`config.mk`:
```
export PLATFORM = sky130hd
export DESIGN_NAME = rpse_front
export DESIGN_NICKNAME = d
export VERILOG_FILES = /design/src/hw/rtl/rpse_pkg.sv /design/src/hw/rtl/rpse_front.sv
export SDC_FILE = /design/constraint.sdc
export NUM_CORES = 1
export LEC_CHECK = 0
export ABC_AREA = 1
export CAP_MARGIN = 40
export CORE_MARGIN = 3
export CORE_UTILIZATION = 55
export CTS_BUF_LIST = sky130_fd_sc_hd__clkbuf_8
export CTS_CLUSTER_SIZE = 8
export DETAILED_ROUTE_END_ITERATION = 6
export DONT_BUFFER_PORTS = 1
export MAX_ROUTING_LAYER = met4
export PLACE_DENSITY = 0.71
export SETUP_SLACK_MARGIN = 0.3
export SLEW_MARGIN = 20
export SYNTH_ARGS = -nofsm -noshare
export SYNTH_HDL_FRONTEND = slang
export SYNTH_SLANG_ARGS = --single-unit
```
`constraint.sdc`:
```
create_clock -name clk -period 2.7 [get_ports clk]
set_input_delay 0.27 -clock clk [delete_from_list [all_inputs] [get_ports clk]]
set_output_delay 0.27 -clock clk [all_outputs]
set_load 0.01 [all_outputs]
```
`src/hw/rtl/rpse_pkg.sv`:
```
// Shared types and constants for the Rice parameter select and encode block.
// No dependencies.
package rpse_pkg;

  localparam int ResW       = 32;
  localparam int SumW       = 48;
  localparam int NumShifts  = 31;
  localparam int CntW       = 16;
  localparam int ParamW     = 5;
  localparam int RemW       = 30;
  localparam int ProdW      = 64;
  localparam int DivW       = 49;
  localparam int DivCntW    = 6;
  localparam int CostW      = 49;

  localparam logic [CntW-1:0]    MaxPartition = 16'd65535;
  localparam logic [ResW-1:0]    Ln2Q32       = 32'd2977044472;
  localparam logic [ParamW-1:0]  MaxKNarrow   = 5'd14;
  localparam logic [ParamW-1:0]  MaxKWide     = 5'd30;

  localparam logic KindAnalysis = 1'b0;
  localparam logic KindEncode   = 1'b1;

  typedef struct packed {
    logic            kind;
    logic [ResW-1:0] u;
    logic            last;
  } rpse_item_t;

  typedef struct packed {
    logic              kind;
    logic [ParamW-1:0] param;
    logic [ResW-1:0]   zeros;
    logic [RemW-1:0]   rem;
  } rpse_result_t;

endpackage

```
`src/hw/rtl/rpse_front.sv`:
```
// Front end: accepts input items, folds the residual, queues two items.
// Depends on rpse_pkg.
module rpse_front (
  input  logic                      clk,
  input  logic                      rst_n,
  input  logic                      in_valid,
  output logic                      in_ready,
  input  logic                      in_kind,
  input  logic [rpse_pkg::ResW-1:0] in_residual,
  input  logic                      in_last,
  output logic                      q_valid,
  input  logic                      q_pop,
  output rpse_pkg::rpse_item_t      q_item
);
  import rpse_pkg::*;

  rpse_item_t  mem_r [2];
  logic        wr_ptr_r, wr_ptr_nxt;
  logic        rd_ptr_r, rd_ptr_nxt;
  logic [1:0]  cnt_r, cnt_nxt;
  logic        push;
  rpse_item_t  item;

  assign in_ready = (cnt_r != 2'd2);
  assign push     = in_valid && in_ready;
  assign q_valid  = (cnt_r != 2'd0);
  assign q_item   = mem_r[rd_ptr_r];

  always_comb begin
    item.kind = in_kind;
    item.u    = (in_residual << 1) ^ {ResW{in_residual[ResW-1]}};
    item.last = in_last;
  end

  always_comb begin
    wr_ptr_nxt = push ? ~wr_ptr_r : wr_ptr_r;
    rd_ptr_nxt = q_pop ? ~rd_ptr_r : rd_ptr_r;
    cnt_nxt    = cnt_r + {1'b0, push} - {1'b0, q_pop};
  end

  always_ff @(posedge clk) begin
    if (!rst_n) begin
      wr_ptr_r <= 1'b0;
      rd_ptr_r <= 1'b0;
      cnt_r    <= 2'd0;
    end else begin
      wr_ptr_r <= wr_ptr_nxt;
      rd_ptr_r <= rd_ptr_nxt;
      cnt_r    <= cnt_nxt;
    end
  end

  always_ff @(posedge clk) begin
    if (push) begin
      mem_r[wr_ptr_r] <= item;
    end
  end

endmodule

```
==> impl_metrics.tcl, run 1 <==
set metrics [dict create \
    status "completed" \
    ios 74 \
    detail-route-antenna-nets 0 \
    syn_avg_cell_area_um2 18.0 \
    slowest_delay_ns 0.52 \
    drv_cap 0 \
    ys_seq_area_share_pct 68.5 \
    synth.lib_cells_used.distinct 16 \
    period_minus_slack_ns 1.99 \
    track_usage_pct 15.8 \
    crit_end "q_item[22]" \
    synth_cells 174 \
    cp.buffers_inverters 1 \
    fin_crit_sh_pct 73.6 \
    synth.cell_area_mm2 0.00313 \
    max-vdd-ir-drop_uv 432 \
    holdBufCountCts 0 \
    grt_pass1_wl_um 7110 \
    wire_per_inst_um 18.1 \
    portBuffers 0 \
    rsz0062_at_grt "false" \
    pwr_density_cell_mw_per_mm2 748 \
    synth_seq_cells 73 \
    rrSetupSlack_ns 0.93 \
    drt-total-wl_um 4660 \
    fin_setup_tns_ns 0 \
    clock_latency_ns 0.33 \
    dpl.hpwl_um 3190 \
    gp_congestion 0.679 \
    mostFrequentLayoutCells "edfxtp_1, xor2_1, mux2_4" \
    setup_viol 0 \
    r2r_start "cnt_r[0]" \
    final_nets 221 \
    r2r_end "mem_r[1][12]" \
    worstMarginPinSlew_ns 0.464 \
    cts_buffers 9 \
    drt_iter0_drc 48 \
    cts.path.max_buffers 2 \
    fin_hold_ws_ns 0.0343 \
    hold_path_class "input port to flop" \
    ys_warn_count 0 \
    worstSetupPathType "flop to output pin" \
    post_drt_via_cell_ratio 5.28 \
    syn-num-nets 213 \
    die_area_mm2 0.00663 \
    layout_commonest_cell "edfxtp_1" \
    cts_root_buf "clkbuf_8" \
    reg2reg_depth 5 \
    fmaxAchievable_mhz 503 \
    vias 1356 \
    drt-pass1-iter-count 5 \
    setup_ws_ns 0.712 \
    cts_setup_buffers 0 \
    rows 26 \
    slowest_stage "dfxtp_2" \
    core_area_mm2 0.00530 \
    die_h_um 81.4 \
    cp.required_ns 2.43 \
    start_kind "flop" \
    cp.depth 2 \
    start_util_pct 59.0 \
    hold_violations 0 \
    num_antenna_cells 0 \
    grt_pass1_vias 1445 \
    worstPathCellList "buf_4 -> mux2_4" \
    die_x_um 81.4 \
    finalClockSkew_ns 0.00290 \
    drc 0 \
    antenna_found_initial 0 \
    clkSinkCount 73 \
    dp_slack_ns 0.939 \
    area_growth_pct 7.28 \
    slew_violations 0 \
    crit_path_end_kind "output pin" \
    crit_fanout 24 \
    overflow 0 \
    relSlewSlack_pct 69.0 \
    grt_max_degree 34 \
    final_layout_size_suffix_gt1_share_pct 29.4 \
    htree_levels 3 \
    cts_tree "done" \
    p_leak_nw 1.25 \
    worst_ep_arrival_time_ns 1.72 \
    cts_resized 0 \
    critPathTopFamily "flip-flops" \
    path_clk_slew_ns 0.07 \
]
[cells by family after synthesis]
group | after synthesis | share of synthesized area (%)
buffers and inverters | 13 | 3.76
adders and majority gates | 1 | 0.400
DFF | 73 | 68.5
AOI/OAI and AO/OA | 1 | 0.160
muxes | 34 | 15.8
and+or+nand+nor | 20 | 2.44
xor gates and xnor gates | 32 | 8.96
[power breakdown]
part / switching (mW) / internal [mW] / leakage [nW]
logic: 0.185 / 0.145 / 0.482
clock network: 0.357 / 0.415 / 0.0877
registers: 0.0348 / 1.38 / 0.676
[worst reg2reg max path, delay by kind of cell (launching register included)]
kind | cells | cell delay, ns
buf+inv | 2 | 0.36
flops | 1 | 0.35
simple gates | 3 | 0.76
[registers in the layout, indices dropped and copies added, names as in the netlist, named ones only]
name / cells
mem_r: 68
cnt_r: 2
rd_ptr_r: 1
wr_ptr_r: 1
[stage by stage]
step	instance area [um^2]	std cells	utilization, %	power [mW]
CTS	3360	257	63.3	2.54
global route	3360	257	63.3	2.63
finish	3360	257	63.3	2.51
global placement	3170	241	59.8	1.76
floorplan	3130	174	-	1.72
detailed placement	3170	241	59.8	1.77
[worst min path at each step]
stage / from / end / slack [ns] / depth (start not counted)
3_3_place_gp: rst_n / cnt_r[0] / 0.37 / 2
2_1_floorplan: rst_n / cnt_r[0] / 0.36 / 2
3_5_place_dp: rst_n / cnt_r[0] / 0.37 / 2
6_report: in_kind / mem_r[0][33] / 0.03 / 0
5_1_grt: in_last / mem_r[0][0] / 0.006 / 0
4_1_cts: in_kind / mem_r[0][33] / 0.01 / 0
[area by class of cell]
class,instances,area [um^2]
fillers,370,1950
inverters,5,18.8
repair buffers,5,37.5
flip-flops and latches,73,2140
clock buffers,9,124
well taps,70,87.6
multi-input cells,88,885
clock inverters,7,61.3
[Yosys cell counts (all sizes together)]
cell     n  area (um^2)
nand2   12         45.0
nand3    1         5.00
a21oi    1         5.00
xor2    31          272
edfxtp  68         2040
inv      5         18.8
buf      8         98.8
nor2     7         26.3
ha       1         12.5
dfxtp    5          100
xnor2    1         8.76
mux2    34          495
[per-layer routing]
metal,global-route usage (%),routed length (um),share of wire [%],vias to the layer above
li1,-,-,-,635
met1,17.3,1750,38,659
met2,24.3,2390,51,52
met3,6.47,400,8.6,10
met4,8.95,107,2.3,0
met5,-,0,0,-
Power figures use the tool's default switching activity.
==> run 2: changes to the inputs <==
clock period = 1.9 ns   (was 2.7 ns; I/O delays follow)
==> run 2 against run 1 <==
Clock skew increased by 0.0011 ns. First-iteration DRC count decreased by 6.3%. Die area unchanged. Clock power increased by 44%. Global-route usage decreased by 1.2 points. Via count increased by 0.44%. Count of clock-buffer cells in the layout unchanged. Combinational power increased by 49%. Cell area increased by 2.0%. Critical path type unchanged. Largest power group unchanged.
==> impl_metrics.tcl, run 2 (same netlist as run 1, synthesis figures left out) <==
set metrics [dict create \
    setup_ws_ns 0.385 \
    worstHoldStart "q_pop" \
    die_area_mm2 0.00663 \
    clock_latency_ns 0.32 \
    slew_violations 0 \
    gp_congestion 0.630 \
    wl_met1_um 1780 \
    max-vdd-ir-drop_uv 668 \
    die_h_um 81.4 \
    cts_root_buf "clkbuf_8" \
    finalPower_mw 3.59 \
    worstSetupPathType "flop to output pin" \
    grt_max_degree 36 \
    die_x_um 81.4 \
    routed-wl-met2_um 2350 \
    crit_path_end_kind "output pin" \
    period_minus_slack_ns 1.52 \
    ios 74 \
    fin_setup_tns_ns 0 \
    cp.required_ns 1.71 \
    cts_tree "done" \
    start_kind "flop" \
    drv_cap 0 \
    grt_pass1_wl_um 6670 \
    track_usage_pct 14.6 \
    status "completed" \
    final_nets 225 \
    drt_iter0_drc 45 \
    rows 26 \
    clkSinkCount 73 \
    top_regs "mem_r: 68 flops, cnt_r: 2 flops" \
    fin_crit_sh_pct 79.8 \
    fmaxAchievable_mhz 660 \
    hold_path_class "input port to flop" \
    htree_levels 3 \
    crit_fanout 20 \
    antenna_found_initial 0 \
    detail-route-antenna-nets 0 \
    largest_reg_flops 68 \
    finalClockSkew_ns 0.00405 \
    relSlewSlack_pct 82.4 \
    path_clk_slew_ns 0.07 \
    layout_commonest_cell "edfxtp_1" \
    dp_slack_ns 0.364 \
    core_area_mm2 0.00530 \
    worst_ep_arrival_time_ns 1.33 \
    pwr_density_cell_mw_per_mm2 1050 \
    wl_met3_um 264 \
    drt-total-wl_um 4440 \
    p_leak_nw 1.28 \
    num_antenna_cells 0 \
    start_util_pct 59.0 \
    vias 1362 \
    area_growth_pct 9.44 \
    cts.path.max_buffers 2 \
    grt_pass1_vias 1365 \
    fin_hold_ws_ns 0.0219 \
    worstMarginPinSlew_ns 0.264 \
    r2r_start "cnt_r[0]" \
    post-route-util_pct 64.6 \
    largest_register "mem_r" \
    cts_buffers 9 \
    portBuffers 0 \
    rsz0062_at_grt "false" \
    post_drt_via_cell_ratio 5.22 \
    drc 0 \
    drt-pass1-iter-count 4 \
    overflow 0 \
    mostFrequentLayoutCells "edfxtp_1, xor2_1, mux2_4" \
    hold_violations 0 \
    wire_per_inst_um 17.0 \
    dpl.hpwl_um 3040 \
    final_layout_size_suffix_gt1_share_pct 29.8 \
    routed.top_layer "met4" \
    setup_viol 0 \
]
run 2: changes by cell type in the layout (fill, tap and decap cells not counted), sizes merged:
cell	before	now
clkinv	4	2
inv	5	8
clkinvlp	2	1
dlygate4sd3	0	4
run 2: timing repair:
item                                    4_1_cts  5_1_grt
hold buffers                                  4        0
cloned                                        0        0
setup buffers                                 0        0
gates resized for setup                       1        2
endpoints found under the hold margin        10        0
endpoints found under the setup margin        4        1
run 2: metal layers:
metal / up-vias / GRT usage [%]
li1: 644 / -
met5: - / -
met3: 5 / 5.15
met2: 48 / 23.8
met1: 665 / 16.9
met4: 0 / 5.07
run 2: final cells by class:
type                       instances  area (um^2)
sequential                        73         2140
fill                             365         1880
multi-input combinational         88          895
clock buffer                       9          124
timing repair buffer               9         93.8
tap                               70         87.6
clock inverter                     7         62.6
inverter                           5         18.8
run 2: worst paths after layout:
| path | cells after the start | slack [ns] | endpoint |
|---|---|---|---|
| worst max-delay path | 2 | 0.38 | q_item[2] |
| worst min-delay path | 2 | 0.02 | rd_ptr_r |
| worst max register to register | 10 | 0.48 | cnt_r[1] |
| worst min register to register | 2 | 0.52 | rd_ptr_r |
run 2: power breakdown:
| part | total [mW] | switching [mW] | internal (mW) | leakage [nW] |
|---|---|---|---|---|
| clock network | 1.11 | 0.515 | 0.594 | 0.0997 |
| logic | 0.489 | 0.270 | 0.219 | 0.505 |
| registers | 1.99 | 0.0412 | 1.95 | 0.676 |
run 2: critical path: stages, from the launching register on:
cell and delay [ns]:
dfxtp_2 0.33, buf_6 0.24, mux2_2 0.41
run 2: metrics by stage:
step	cells	instance area, um^2
final	261	3420
after global routing	261	3420
after CTS	261	3420
after detailed placement	241	3190
after global placement	241	3190
after floorplan	174	3150
